File: config.mk
export PLATFORM = sky130hd
export DESIGN_NAME = path_sanitizer_stream_unit
export DESIGN_NICKNAME = d
export VERILOG_FILES = /design/src/sv/pss_pkg.sv /design/src/sv/pss_front.sv /design/src/sv/pss_queue.sv /design/src/sv/pss_back.sv /design/src/sv/path_sanitizer_stream_unit.sv
export SDC_FILE = /design/constraint.sdc
export NUM_CORES = 1
export LEC_CHECK = 0
export ABC_AREA = 1
export BUFFER_PORTS_ARGS = -buffer_cell sky130_fd_sc_hd__buf_2
export CAP_MARGIN = 20
export CORE_ASPECT_RATIO = 0.6
export CORE_MARGIN = 2
export CORE_UTILIZATION = 30
export DETAILED_ROUTE_END_ITERATION = 7
export SLEW_MARGIN = 40
export SYNTH_ARGS = -nofsm -noshare
export SYNTH_HDL_FRONTEND = slang
export SYNTH_SLANG_ARGS = --single-unit
export TNS_END_PERCENT = 50
File: constraint.sdc
create_clock -name i_clk -period 2.8 [get_ports i_clk]
set_input_delay 0.28 -clock i_clk [delete_from_list [all_inputs] [get_ports i_clk]]
set_output_delay 0.28 -clock i_clk [all_outputs]
set_load 0.05 [all_outputs]
File: src/sv/pss_pkg.sv
// pss_pkg: shared types, constants and helper functions for the path sanitizer stream
// used by pss_front, pss_queue, pss_back and path_sanitizer_stream_unit
// no dependencies
package pss_pkg;

    // default longest path in bytes
    localparam int DEF_MAX_PATH_LEN = 1024;

    // queue between the front and the back part (power of two)
    localparam int Q_DEPTH = 4;
    localparam int Q_AW    = $clog2(Q_DEPTH);

    // register port
    localparam int APB_AW = 3;
    localparam int APB_DW = 32;
    localparam logic [0:0] REG_ALLOW_SUBDIRS = 1'd0;

    // character codes
    localparam logic [7:0] CH_COLON     = 8'h3A;
    localparam logic [7:0] CH_DOT       = 8'h2E;
    localparam logic [7:0] CH_SLASH     = 8'h2F;
    localparam logic [7:0] CH_BACKSLASH = 8'h5C;
    localparam logic [7:0] CH_SPACE     = 8'h20;

    // final status codes
    typedef enum logic [2:0] {
        ST_OK         = 3'd0,
        ST_EMPTY      = 3'd1,
        ST_TOO_LONG   = 3'd2,
        ST_EMPTY_TRIM = 3'd3,
        ST_TRAVERSAL  = 3'd4,
        ST_ILLEGAL    = 3'd5,
        ST_SUBDIR     = 3'd6
    } t_status;

    // front part: drive prefix detection
    typedef enum logic [1:0] {
        FP_FIRST = 2'd0,
        FP_HOLD  = 2'd1,
        FP_PASS  = 2'd2
    } t_front_phase;

    // back part: operation taken from a queue entry
    typedef enum logic [1:0] {
        OP_BYTE0 = 2'd0,
        OP_BYTE1 = 2'd1,
        OP_FINAL = 2'd2
    } t_op;

    typedef struct packed {
        logic       has_char;
        logic [7:0] ch;
        logic       end_of_path;
    } t_in_item;

    typedef struct packed {
        logic        is_final;
        logic [7:0]  out_byte;
        logic [9:0]  out_index;
        logic [10:0] norm_length;
        t_status     status;
        logic        last_result;
    } t_out_item;

    // classified work for the back part: up to two bytes and an optional path end
    typedef struct packed {
        logic       byte0_vld;
        logic [7:0] byte0;
        logic       byte1_vld;
        logic [7:0] byte1;
        logic       end_of_path;
        logic       empty;
        logic       too_long;
    } t_q_entry;

    typedef struct packed {
        logic full;
        logic empty;
    } t_q_status;

    typedef struct packed {
        logic traversal;
        logic illegal;
        logic slash;
    } t_err_flags;

    function automatic logic is_letter(logic [7:0] c);
        return (c >= 8'h61 && c <= 8'h7A) || (c >= 8'h41 && c <= 8'h5A);
    endfunction

    function automatic logic is_whitelisted(logic [7:0] c);
        return is_letter(c) || (c >= 8'h30 && c <= 8'h39) ||
               c == CH_SLASH || c == CH_DOT || c == 8'h5F || c == 8'h2D ||
               c == CH_SPACE || c == 8'h28 || c == 8'h29 || c == 8'h2B || c == 8'h2C;
    endfunction

endpackage

File: src/sv/pss_front.sv
// pss_front: counts raw bytes, maps backslash, drops a drive prefix
// and packs the work of one transaction into a queue entry; depends on pss_pkg
module pss_front
    import pss_pkg::*;
#(
    parameter int MAX_PATH_LEN = DEF_MAX_PATH_LEN
) (
    input  logic     i_clk,
    input  logic     i_rst_n,
    input  logic     i_accept,
    input  t_in_item i_item,
    output logic     o_push,
    output t_q_entry o_entry
);

    localparam int CNT_W = $clog2(MAX_PATH_LEN + 2);
    localparam logic [CNT_W-1:0] MAX_CNT = CNT_W'(MAX_PATH_LEN);

    logic [CNT_W-1:0] r_raw_cnt, n_raw_cnt;
    logic [7:0]       r_held, n_held;
    t_front_phase     r_phase, n_phase;

    logic [CNT_W-1:0] raw_inc;
    logic             proc;
    logic [7:0]       mapped;
    logic             prefix;

    // byte count, saturating one past the limit
    assign raw_inc = (i_item.has_char && r_raw_cnt <= MAX_CNT) ? r_raw_cnt + CNT_W'(1)
                                                                : r_raw_cnt;
    assign proc    = i_item.has_char && (r_raw_cnt < MAX_CNT);
    assign mapped  = (i_item.ch == CH_BACKSLASH) ? CH_SLASH : i_item.ch;
    assign prefix  = (mapped == CH_COLON) && is_letter(r_held);

    // next state
    always_comb begin
        n_phase   = r_phase;
        n_held    = r_held;
        n_raw_cnt = r_raw_cnt;
        if (i_accept) begin
            n_raw_cnt = raw_inc;
            if (proc) begin
                unique case (r_phase)
                    FP_FIRST: begin
                        n_held  = mapped;
                        n_phase = FP_HOLD;
                    end
                    FP_HOLD:  n_phase = FP_PASS;
                    FP_PASS:  n_phase = FP_PASS;
                    default:  n_phase = FP_FIRST;
                endcase
            end
            if (i_item.end_of_path) begin
                n_phase   = FP_FIRST;
                n_held    = '0;
                n_raw_cnt = '0;
            end
        end
    end

    // queue entry
    always_comb begin
        o_entry             = '0;
        o_entry.end_of_path = i_item.end_of_path;
        o_entry.empty       = (raw_inc == '0);
        o_entry.too_long    = (raw_inc > MAX_CNT);
        if (proc) begin
            unique case (r_phase)
                FP_FIRST: begin
                    // a one-byte path releases its only byte at its end
                    if (i_item.end_of_path) begin
                        o_entry.byte0_vld = 1'b1;
                        o_entry.byte0     = mapped;
                    end
                end
                FP_HOLD: begin
                    if (!prefix) begin
                        o_entry.byte0_vld = 1'b1;
                        o_entry.byte0     = r_held;
                        o_entry.byte1_vld = 1'b1;
                        o_entry.byte1     = mapped;
                    end
                end
                FP_PASS: begin
                    o_entry.byte0_vld = 1'b1;
                    o_entry.byte0     = mapped;
                end
                default: o_entry.byte0_vld = 1'b0;
            endcase
        end else if (r_phase == FP_HOLD && i_item.end_of_path) begin
            o_entry.byte0_vld = 1'b1;
            o_entry.byte0     = r_held;
        end
    end

    assign o_push = i_accept &&
                    (o_entry.byte0_vld || o_entry.byte1_vld || o_entry.end_of_path);

    always_ff @(posedge i_clk) begin
        if (!i_rst_n) begin
            r_phase   <= FP_FIRST;
            r_held    <= '0;
            r_raw_cnt <= '0;
        end else begin
            r_phase   <= n_phase;
            r_held    <= n_held;
            r_raw_cnt <= n_raw_cnt;
        end
    end

endmodule

File: src/sv/pss_queue.sv
// pss_queue: short register queue that decouples the front and the back part
// depends on pss_pkg
module pss_queue
    import pss_pkg::*;
(
    input  logic      i_clk,
    input  logic      i_rst_n,
    input  logic      i_push,
    input  t_q_entry  i_entry,
    input  logic      i_pop,
    output t_q_entry  o_head,
    output t_q_status o_status
);

    t_q_entry        r_mem [Q_DEPTH];
    logic [Q_AW-1:0] r_wr_ptr, r_rd_ptr;
    logic [Q_AW:0]   r_count;

    assign o_head          = r_mem[r_rd_ptr];
    assign o_status.full   = (r_count == (Q_AW+1)'(Q_DEPTH));
    assign o_status.empty  = (r_count == '0);

    // entry storage
    always_ff @(posedge i_clk) begin
        if (i_push) begin
            r_mem[r_wr_ptr] <= i_entry;
        end
    end

    // pointers and fill level
    always_ff @(posedge i_clk) begin
        if (!i_rst_n) begin
            r_wr_ptr <= '0;
            r_rd_ptr <= '0;
            r_count  <= '0;
        end else begin
            if (i_push) begin
                r_wr_ptr <= r_wr_ptr + Q_AW'(1);
            end
            if (i_pop) begin
                r_rd_ptr <= r_rd_ptr + Q_AW'(1);
            end
            case ({i_push, i_pop})
                2'b10:   r_count <= r_count + (Q_AW+1)'(1);
                2'b01:   r_count <= r_count - (Q_AW+1)'(1);
                default: r_count <= r_count;
            endcase
        end
    end

endmodule

File: src/sv/pss_back.sv
// pss_back: strips, emits and tracks segments one operation per cycle unless the queue is empty
// or the output stalls, builds the final status and holds the output register; depends on pss_pkg
module pss_back
    import pss_pkg::*;
#(
    parameter int MAX_PATH_LEN = DEF_MAX_PATH_LEN
) (
    input  logic      i_clk,
    input  logic      i_rst_n,
    input  t_q_entry  i_head,
    input  t_q_status i_q_status,
    input  logic      i_allow_subdirs,
    output logic      o_pop,
    output logic      o_out_valid,
    input  logic      i_out_stall,
    output t_out_item o_out
);

    localparam int CNT_W = $clog2(MAX_PATH_LEN + 2);
    localparam int EXT_W = CNT_W + 11;

    function automatic logic [1:0] sat_add(logic [1:0] a, logic [1:0] b);
        logic [2:0] s;
        s = {1'b0, a} + {1'b0, b};
        return s[2] ? 2'd3 : s[1:0];
    endfunction

    // path state
    logic             r_emitting, n_emitting;
    logic [CNT_W-1:0] r_emit_cnt, n_emit_cnt;
    logic [CNT_W-1:0] r_commit, n_commit;
    logic             r_pend_slash, n_pend_slash;
    logic [1:0]       r_sp_before, n_sp_before;
    logic [1:0]       r_sp_after, n_sp_after;
    logic [1:0]       r_seg_len, n_seg_len;
    logic             r_seg_dots, n_seg_dots;
    t_err_flags       r_flags, n_flags;
    t_op              r_step, n_step;

    // output register
    logic      r_out_valid;
    t_out_item r_out;

    logic       advance;
    t_op        cur_op;
    logic       op_last;
    logic [7:0] cur_byte;
    logic       trim;
    logic       has_result;
    t_out_item  res;
    logic [1:0] seg_l;
    logic       trav_end;
    t_status    st;
    logic [EXT_W-1:0] ext_emit, ext_commit;

    assign advance    = !i_q_status.empty && (!r_out_valid || !i_out_stall);
    assign ext_emit   = EXT_W'(r_emit_cnt);
    assign ext_commit = EXT_W'(r_commit);

    // operation select within the head entry
    always_comb begin
        if (r_step == OP_BYTE0 && i_head.byte0_vld) begin
            cur_op = OP_BYTE0;
        end else if (r_step != OP_FINAL && i_head.byte1_vld) begin
            cur_op = OP_BYTE1;
        end else begin
            cur_op = OP_FINAL;
        end
        unique case (cur_op)
            OP_BYTE0: begin
                op_last  = !(i_head.byte1_vld || i_head.end_of_path);
                n_step   = i_head.byte1_vld ? OP_BYTE1 : OP_FINAL;
                cur_byte = i_head.byte0;
            end
            OP_BYTE1: begin
                op_last  = !i_head.end_of_path;
                n_step   = OP_FINAL;
                cur_byte = i_head.byte1;
            end
            default: begin
                op_last  = 1'b1;
                n_step   = OP_BYTE0;
                cur_byte = i_head.byte0;
            end
        endcase
        if (op_last) begin
            n_step = OP_BYTE0;
        end
    end

    assign o_pop = advance && op_last;
    assign trim  = (cur_byte == CH_SLASH) || (cur_byte == CH_SPACE);

    // end-of-path traversal check and status priority
    assign trav_end = (r_commit != '0) && (r_seg_len == 2'd2) && r_seg_dots;

    always_comb begin
        if (i_head.empty) begin
            st = ST_EMPTY;
        end else if (i_head.too_long) begin
            st = ST_TOO_LONG;
        end else if (r_commit == '0) begin
            st = ST_EMPTY_TRIM;
        end else if (r_flags.traversal || trav_end) begin
            st = ST_TRAVERSAL;
        end else if (r_flags.illegal) begin
            st = ST_ILLEGAL;
        end else if (r_flags.slash && !i_allow_subdirs) begin
            st = ST_SUBDIR;
        end else begin
            st = ST_OK;
        end
    end

    // operation execution
    always_comb begin
        n_emitting   = r_emitting;
        n_emit_cnt   = r_emit_cnt;
        n_commit     = r_commit;
        n_pend_slash = r_pend_slash;
        n_sp_before  = r_sp_before;
        n_sp_after   = r_sp_after;
        n_seg_len    = r_seg_len;
        n_seg_dots   = r_seg_dots;
        n_flags      = r_flags;
        seg_l        = r_seg_len;
        has_result   = 1'b0;
        res          = '0;
        if (cur_op == OP_FINAL) begin
            has_result      = 1'b1;
            res.is_final    = 1'b1;
            res.status      = st;
            res.norm_length = (st == ST_OK) ? ext_commit[10:0] : 11'd0;
            res.last_result = 1'b1;
            // back to the start of a new path
            n_emitting   = 1'b0;
            n_emit_cnt   = '0;
            n_commit     = '0;
            n_pend_slash = 1'b0;
            n_sp_before  = '0;
            n_sp_after   = '0;
            n_seg_len    = '0;
            n_seg_dots   = 1'b1;
            n_flags      = '0;
        end else if (r_emitting || !trim) begin
            // tentative byte
            has_result    = 1'b1;
            res.out_byte  = cur_byte;
            res.out_index = ext_emit[9:0];
            n_emitting    = 1'b1;
            n_emit_cnt    = r_emit_cnt + CNT_W'(1);
            if (trim) begin
                // run of slashes and spaces that may still be trimmed
                if (cur_byte == CH_SLASH) begin
                    n_pend_slash = 1'b1;
                    n_sp_after   = '0;
                end else if (r_pend_slash) begin
                    n_sp_after = sat_add(r_sp_after, 2'd1);
                end else begin
                    n_sp_before = sat_add(r_sp_before, 2'd1);
                end
            end else begin
                // kept byte commits the pending run
                if (r_pend_slash) begin
                    if (r_sp_before == '0 && r_seg_len == 2'd2 && r_seg_dots) begin
                        n_flags.traversal = 1'b1;
                    end
                    n_flags.slash = 1'b1;
                    seg_l         = r_sp_after;
                    n_seg_dots    = (r_sp_after == '0);
                end else if (r_sp_before != '0) begin
                    seg_l      = sat_add(r_seg_len, r_sp_before);
                    n_seg_dots = 1'b0;
                end
                n_pend_slash = 1'b0;
                n_sp_before  = '0;
                n_sp_after   = '0;
                n_seg_len    = sat_add(seg_l, 2'd1);
                if (cur_byte != CH_DOT) begin
                    n_seg_dots = 1'b0;
                end
                if (!is_whitelisted(cur_byte)) begin
                    n_flags.illegal = 1'b1;
                end
                n_commit = r_emit_cnt + CNT_W'(1);
            end
        end
    end

    // state registers
    always_ff @(posedge i_clk) begin
        if (!i_rst_n) begin
            r_emitting   <= 1'b0;
            r_emit_cnt   <= '0;
            r_commit     <= '0;
            r_pend_slash <= 1'b0;
            r_sp_before  <= '0;
            r_sp_after   <= '0;
            r_seg_len    <= '0;
            r_seg_dots   <= 1'b1;
            r_flags      <= '0;
            r_step       <= OP_BYTE0;
        end else if (advance) begin
            r_emitting   <= n_emitting;
            r_emit_cnt   <= n_emit_cnt;
            r_commit     <= n_commit;
            r_pend_slash <= n_pend_slash;
            r_sp_before  <= n_sp_before;
            r_sp_after   <= n_sp_after;
            r_seg_len    <= n_seg_len;
            r_seg_dots   <= n_seg_dots;
            r_flags      <= n_flags;
            r_step       <= n_step;
        end
    end

    // output register
    always_ff @(posedge i_clk) begin
        if (!i_rst_n) begin
            r_out_valid <= 1'b0;
        end else if (advance) begin
            r_out_valid <= has_result;
        end else if (!i_out_stall) begin
            r_out_valid <= 1'b0;
        end
    end

    always_ff @(posedge i_clk) begin
        if (advance) begin
            r_out <= res;
        end
    end

    assign o_out_valid = r_out_valid;
    assign o_out       = r_out;

endmodule

File: src/sv/path_sanitizer_stream_unit.sv
// path_sanitizer_stream_unit: top level of the path sanitizer stream
// depends on pss_pkg, pss_front, pss_queue and pss_back
//
// Usage: one path byte per input transaction (has_char, ch, end_of_path); a
// transaction with has_char low and end_of_path high ends an empty path.
// Results leave on the output channel: a tentative byte with its index for every
// byte after the leading strip, then one final transaction with status and kept
// length, marked by last_result.
// Throughput: one input transaction per cycle while the four-entry queue has room;
// the back part retires one operation per cycle while the queue is not empty and the
// output is not stalled; one byte or a bare path end is one operation, two bytes (the
// held byte when no drive prefix follows) or a byte plus the path end are two, and two
// bytes plus the path end three, one result each but for stripped bytes. An accepted
// input passes the queue and the output register. A receiver stall holds the output
// register and stops the back part; the queue then fills and o_in_stall rises.
// Reset (synchronous, active low) empties the queue, clears all path state and
// sets allow_subdirs to 1. allow_subdirs is written over the APB port at byte
// address 0 (bit 0); the user writes it only while the block is idle, which the block does not enforce.
module path_sanitizer_stream_unit
    import pss_pkg::*;
#(
    parameter int MAX_PATH_LEN = DEF_MAX_PATH_LEN
) (
    input  logic              i_clk,
    input  logic              i_rst_n,
    // input channel
    input  logic              i_in_valid,
    output logic              o_in_stall,
    input  t_in_item          i_in,
    // output channel
    output logic              o_out_valid,
    input  logic              i_out_stall,
    output t_out_item         o_out,
    // register port
    input  logic              psel,
    input  logic              penable,
    input  logic              pwrite,
    input  logic [APB_AW-1:0] paddr,
    input  logic [APB_DW-1:0] pwdata,
    output logic [APB_DW-1:0] prdata,
    output logic              pready
);

    logic      r_allow_subdirs;
    logic      reg_hit;
    logic      in_accept;
    logic      q_push;
    logic      q_pop;
    t_q_entry  q_in;
    t_q_entry  q_head;
    t_q_status q_stat;

    // register decode
    assign pready  = 1'b1;
    assign reg_hit = (paddr[APB_AW-1:2] == REG_ALLOW_SUBDIRS);
    assign prdata  = reg_hit ? APB_DW'(r_allow_subdirs) : '0;

    always_ff @(posedge i_clk) begin
        if (!i_rst_n) begin
            r_allow_subdirs <= 1'b1;
        end else if (psel && penable && pwrite && pready && reg_hit) begin
            r_allow_subdirs <= pwdata[0];
        end
    end

    // input handshake
    assign o_in_stall = q_stat.full;
    assign in_accept  = i_in_valid && !q_stat.full;

    pss_front #(
        .MAX_PATH_LEN (MAX_PATH_LEN)
    ) u_front (
        .i_clk    (i_clk),
        .i_rst_n  (i_rst_n),
        .i_accept (in_accept),
        .i_item   (i_in),
        .o_push   (q_push),
        .o_entry  (q_in)
    );

    pss_queue u_queue (
        .i_clk    (i_clk),
        .i_rst_n  (i_rst_n),
        .i_push   (q_push),
        .i_entry  (q_in),
        .i_pop    (q_pop),
        .o_head   (q_head),
        .o_status (q_stat)
    );

    pss_back #(
        .MAX_PATH_LEN (MAX_PATH_LEN)
    ) u_back (
        .i_clk           (i_clk),
        .i_rst_n         (i_rst_n),
        .i_head          (q_head),
        .i_q_status      (q_stat),
        .i_allow_subdirs (r_allow_subdirs),
        .o_pop           (q_pop),
        .o_out_valid     (o_out_valid),
        .i_out_stall     (i_out_stall),
        .o_out           (o_out)
    );

    // queue never written while full
    a_no_overflow: assert property (@(posedge i_clk) disable iff (!i_rst_n)
        q_push |-> !q_stat.full)
        else $error("queue written while full");

    // tentative results carry no status, length or last mark
    a_tentative_clean: assert property (@(posedge i_clk) disable iff (!i_rst_n)
        (o_out_valid && !o_out.is_final) |->
            (o_out.status == ST_OK) && (o_out.norm_length == '0) && !o_out.last_result)
        else $error("tentative result carries final fields");

    // a failing path reports zero kept length
    a_error_no_length: assert property (@(posedge i_clk) disable iff (!i_rst_n)
        (o_out_valid && o_out.is_final && o_out.status != ST_OK) |->
            (o_out.norm_length == '0) && o_out.last_result)
        else $error("error status with nonzero length");

endmodule

# == Word level (Yosys, flattened, before mapping) ==
# Memory sizes are Yosys's and may differ from the RTL's. A register that Yosys moved wholly into a read port is not among the register bits.
# Cells that the tools add are included.
# word_totals
ff_bits,100
ram_bits,84
output_inout_bits,69
wordCells,250
mem_count,1
# op_classes
add_sub_neg,10
n_lt_le_gt_ge,13
eq_ne,28
muxes,88
bitwise_logic,2
reduce_logical,82
# mem_list
memory,depth,word_bits,read_ports,rd_clocked_by_memory_dff,wr,line_no,rtl
u_queue.r_mem,4,21,1,1,1,pss_queue.sv:15,t_q_entry r_mem [Q_DEPTH];
# op_table
op,count
$mux W11,7
$eq A8 B6 Y1 const B,9
$mux W2,30
$mux W9,5
$mux W8,5
$ge A8 B7 Y1 const B,4
$le A8 B7 Y1 const B,4
$mux W3,9
$mux W1,25
$pmux W8 S3,1
$logic_and A1 B1 Y1,23
$add A11 B1 Y11 const B,2
$logic_not A11 Y1,2
$logic_or A1 B1 Y1,19
$mux W18,1
$eq A8 B7 Y1 const B,2
$reduce_and A4 Y1,4
$reduce_bool A2 Y1,7
$reduce_and A3 Y1,4
$gt A11 B11 Y1 const B,1
$le A11 B11 Y1 const B,1
$lt A11 B11 Y1 const B,1
$reduce_bool A11 Y1,1
$logic_not A2 Y1,5
other kinds (26),51

# == Logic depth before layout (Yosys ltp) ==
# logic_depth
ltp_word,23
mapped_depth,19
mapped_depth_nobuf,17

# == Hierarchy ==
# From an unflattened synthesis, not the netlist that was laid out.
# unflattened
cells_unflattened,1045
hier_area_um2,9181.3
# modules_own_cells
mod,n_inst,cells_each,area_each_um2
pss_queue,1,261,3608.5
pss_back,1,449,3540.9
pss_front,1,288,1714.1
path_sanitizer_stream_unit,1,47,317.8

# == Least setup slack after synthesis ==
# No wires, ideal clock.
# synth_timing
path_kind,register to register
from,register u_queue.r_count[2]
to,register u_queue.r_count[2]
setup_time_ns,0.122
arrival_time_ns,3.324
t_required_ns,2.678
setup_slack_ns,-0.646
stages_incl_launch_ff,15
path_cell_list,dfxtp_1 inv_1 nor3_1 nor2_1 inv_1 clkbuf_1 a21oi_1 inv_1 ha_1 inv_1 fa_1 a21oi_1 o21ai_0 o21ai_0 a21oi_1
# synth_between
elab_chain_cells,6
word_cells_on_any_way,14
# synth_rtl
element,line_no,rtl
from (decl),pss_queue.sv:17,logic [Q_AW:0] r_count;
from (signal assigned),pss_queue.sv:44,2'b10: r_count <= r_count + (Q_AW+1)'(1);
from (signal assigned),pss_queue.sv:45,2'b01: r_count <= r_count - (Q_AW+1)'(1);
from (signal assigned),pss_queue.sv:46,default: r_count <= r_count;
$eq A3 B3 Y1 *,pss_queue.sv:20,assign o_status.full = (r_count == (Q_AW+1)'(Q_DEPTH));
named net o_in_stall,path_sanitizer_stream_unit.sv:28,"output logic o_in_stall,"
$logic_not A1 Y1 *,path_sanitizer_stream_unit.sv:68,assign in_accept = i_in_valid && !q_stat.full;
$logic_and A1 B1 Y1 *,path_sanitizer_stream_unit.sv:68,
$logic_and A1 B1 Y1 *,pss_front.sv:96,assign o_push = i_accept &&
$eq A2 B1 Y1 or $eq A2 B2 Y1 (tied branches),pss_queue.sv:43,"case ({i_push, i_pop})"
$pmux W3 S2 or $reduce_bool A2 Y1 (tied branches),--,
# Mark *: on every way through the listed nets, which the timed path passes. The rest lies on a longest branch.
# A chain may end at the register's enable or synchronous reset.

==> Implementation_results.wiki <==
{| class="wikitable"
! Metric !! Value
|-
| Peak clock frequency supported by timing || 0.388 GHz
|-
| Via total after detailed routing || 6929
|-
| Detail-routed net length per standard cell || 13.4 microns
|-
| Worst path arrival time || 2.77 ns
|-
| Growth of design area from synthesis to finish || 15.6%
|-
| Initial DRC Count || 661
|-
| TritonCTS clock tree || built
|-
| Worst clock skew on the final layout || between 0.015 and 0.02 ns
|-
| Post-route cell area || around 11000 sq um
|-
| Number of global-route vias before repair || 6211
|-
| Number of nets in the final layout || 1201
|-
| Via-to-Cell Ratio || 4.46
|-
| Maximum resistive drop on vdd || 0.521 mV
|-
| Leak pwr || 4.28 nW
|-
| DIE AREA || 32200 sq um
|-
| Total of buffers placed on input and output ports || 55
|-
| Ys async rst share || 0%
|-
| Run status || finished, final reports clean
|-
| Count of pins over their slew limit || 0
|-
| Minimum clock period || 2.57 ns
|-
| Sequential share of the synthesized area || roughly 53%
|-
| Crit path setup slack, layout || 0.226 ns
|-
| ANT nets after route || 0
|-
| Crit path kind || flip-flop to flip-flop
|-
| Main flop type after synthesis || edfxtp_1
|-
| Count of antenna diodes in the layout || 0
|-
| Worst relative slew slack || 54.1%
|-
| Residual DRC || 0
|-
| GRT Residual Overflow || 0
|-
| First-pass GRT wire length || 33600 microns
|-
| Placement-stage cell area || 9930 sq um
|-
| Most frequent cells in the layout || nand2_1, nor2_1, edfxtp_1
|-
| Synthesis Warnings || 0
|-
| Worst-margin pin slew || 0.685 ns
|-
| Logic gate share of total power || 45.6%
|-
| Total Routing Usage GR || 13.3%
|-
| Pin count of the biggest net entering global routing || 29
|-
| Number of failing hold endpoints at the final stage || 0
|-
| Setup crit end kind || flip-flop
|-
| Pre-CTS setup slack || -0.0170 ns
|-
| Unique masters post-synth || 48
|-
| CTS clock-pin slew for the worst setup and hold paths || 0.07 ns
|-
| Final Wtd Congestion || 0.878
|-
| Critical-path maximum fanout || 28
|-
| Number of max-capacitance violations reported || 0
|-
| Part of the power in registers || 33.5%
|-
| Most common cell after layout, fill and taps aside || nand2_1
|-
| Post-Route Setup TNS || 0 ns
|-
| Cell at the root of the clock tree || clkbuf_16
|-
| Net load switching power || 5.26 mW
|-
| Final routed wirelength across all metal layers || between 20000 and 25000 microns
|-
| Total number of clock tree sinks || 185
|-
| Required @ worst endpoint || 2.99 ns
|-
| Hold Crit Class || input port to flip-flop
|-
| Number of flops mapped to enable cells by yosys || 117
|-
| Estimated wirelength of the detail-placed design || 14800 microns
|-
| #FFs+latches synth || 185
|-
| Height of the die || 140 microns
|-
| Mean instance size in the synthesized netlist || 8.65 sq um
|-
| Synthesized cell area || 9210 sq um
|-
| Drt pass-1 iters || 5
|-
| Count of endpoints failing setup in the final report || 0
|-
| Number of antenna violations at the first check in global routing || 0
|-
| Power Density || 1110 nW/um^2
|-
| Worst-Skew Late Latency || about 0.44 ns
|-
| I/O pin count || 121
|-
| Overall power || between 10 and 15 mW
|-
| H-Tree Level Count || 4
|-
| Pint || 6.56 mW
|-
| Share of total power consumed by net switching || 44.5%
|-
| Clock buffers created by TritonCTS || 17
|-
| Max clock buf depth || 2
|-
| Chip Width || 230 microns
|-
| Fraction of final layout cells sized beyond drive strength 1 || between 10% and 20%
|-
| Part of the cycle the worst path needs || 91.9%
|-
| Placeable Area || roughly 30000 sq um
|-
| Initial core utilization || 30.6%
|-
| Synth Instances || 1065
|-
| Number of placement rows || 49
|-
| Clock network power share || 20.9%
|-
| Startpoint of the lowest-slack hold path || pwdata[0]
|-
| Worst setup SP type || flip-flop
|}
==> power groups by stage <==
stage,combinational [mW],clock (mW),sequential [mW]
finish,5.39,2.46,3.96
global route,5.97,2.63,4.04
global placement,5.16,0,4.01
CTS,5.29,2.51,3.96
detailed placement,5.20,0,4.02
floorplan,3.22,0,4.86
==> routing by layer <==
| metal | global-route usage, % | wire, microns | up-vias |
|---|---|---|---|
| met5 | 0 | 0 | - |
| li1 | - | - | 3551 |
| met2 | 16.9 | 7840 | 177 |
| met3 | 2.66 | 1100 | 16 |
| met1 | 21.9 | 11700 | 3185 |
| met4 | 3.19 | 148 | 0 |
==> synthesized netlist by cell type (8+ instances only) <==
master / count / share of area [%]
a21oi_1: 58 / 3.2
buf_2: 8 / 0.43
inv_1: 112 / 4.6
edfxtp_1: 117 / 38
o21ai_0: 59 / 3.2
nand3_1: 46 / 2.5
nand2_2: 25 / 1.7
or2_2: 9 / 0.61
nor2_1: 157 / 6.4
ha_1: 14 / 1.9
clkbuf_1: 11 / 0.45
nand2_1: 229 / 9.3
buf_4: 40 / 3.3
dfxtp_1: 68 / 15
nor3_1: 14 / 0.76
==> worst max-delay path, cell delays in order (launching register included) <==
cell	delay (ns)
dfxtp_2	0.40
buf_12	0.19
nand2_1	0.07
nand3_1	0.14
nand2_4	0.09
nor2_8	0.08
buf_6	0.19
nand2_8	0.11
nand2_1	0.08
nand2_1	0.10
nor2_1	0.13
nand2_2	0.09
nand2_2	0.09
nand2_2	0.12
o21ai_4	0.21
buf_12	0.16
nor2_1	0.05
==> registers in the layout (all words and copies together), names as in the netlist, named ones only <==
register	flops
u_back.r_seg_dots	1
u_queue.r_count	3
u_back.r_commit	11
u_back.r_step	2
u_front.r_held	8
u_queue.r_wr_ptr	2
u_back.o_out	33
u_back.r_flags	3
u_back.r_pend_slash	1
u_back.r_sp_after	2
u_front.r_raw_cnt	11
u_front.r_phase	2
u_back.r_emitting	1
u_queue.r_rd_ptr	2
u_back.o_out_valid	1
u_back.r_sp_before	2
u_back.r_emit_cnt	11
r_allow_subdirs	1
u_queue.r_mem	84
u_back.r_seg_len	2
==> metrics by stage <==
step | hold WS, ns | cells | util, %
CTS | 0.0501 | 1553 | 35.1
finish | 0.0657 | 1554 | 35.4
global placement | 0.447 | 1519 | 33.0
detailed placement | 0.456 | 1519 | 33.0
global route | 0.0657 | 1554 | 35.4
floorplan | 0.379 | 1095 | -
==> final timing paths <==
kind	to	slack (ns)	depth (start not counted)
max	u_back.o_out[22]	0.23	16
min	r_allow_subdirs	0.07	3
max reg2reg	u_back.o_out[22]	0.23	16
min reg2reg	u_back.r_flags[2]	0.46	2
==> cell families after synthesis <==
kind of cell / after synthesis / share of synthesized area (%)
XOR/XNOR: 8 / 0.760
adder cells (fa/ha/maj): 16 / 2.34
flip-flops: 185 / 52.9
AND/OR/NAND/NOR: 516 / 24.6
buffers and inverters: 186 / 10.1
AO/OA/AOI/OAI: 152 / 9.22
other: 2 / 0.0815
==> final cells by class <==
| class | instances | area [sq um] |
|---|---|---|
| sequential | 185 | 4880 |
| multi-input combinational | 724 | 3610 |
| inverter | 118 | 445 |
| fill | 3099 | 19500 |
| timing repair buffer | 87 | 611 |
| clock buffer | 17 | 425 |
| tap | 408 | 510 |
| clock inverter | 15 | 174 |
==> timing repair <==
| item | CTS | global route |
|---|---|---|
| buffers inserted | 2 | 1 |
| setup endpoints to repair | 7 | 57 |
| resized for setup | 0 | 20 |
| pin swaps | 1 | 3 |
| hold buffers | 0 | 0 |
(Power assumes the default switching activity.)
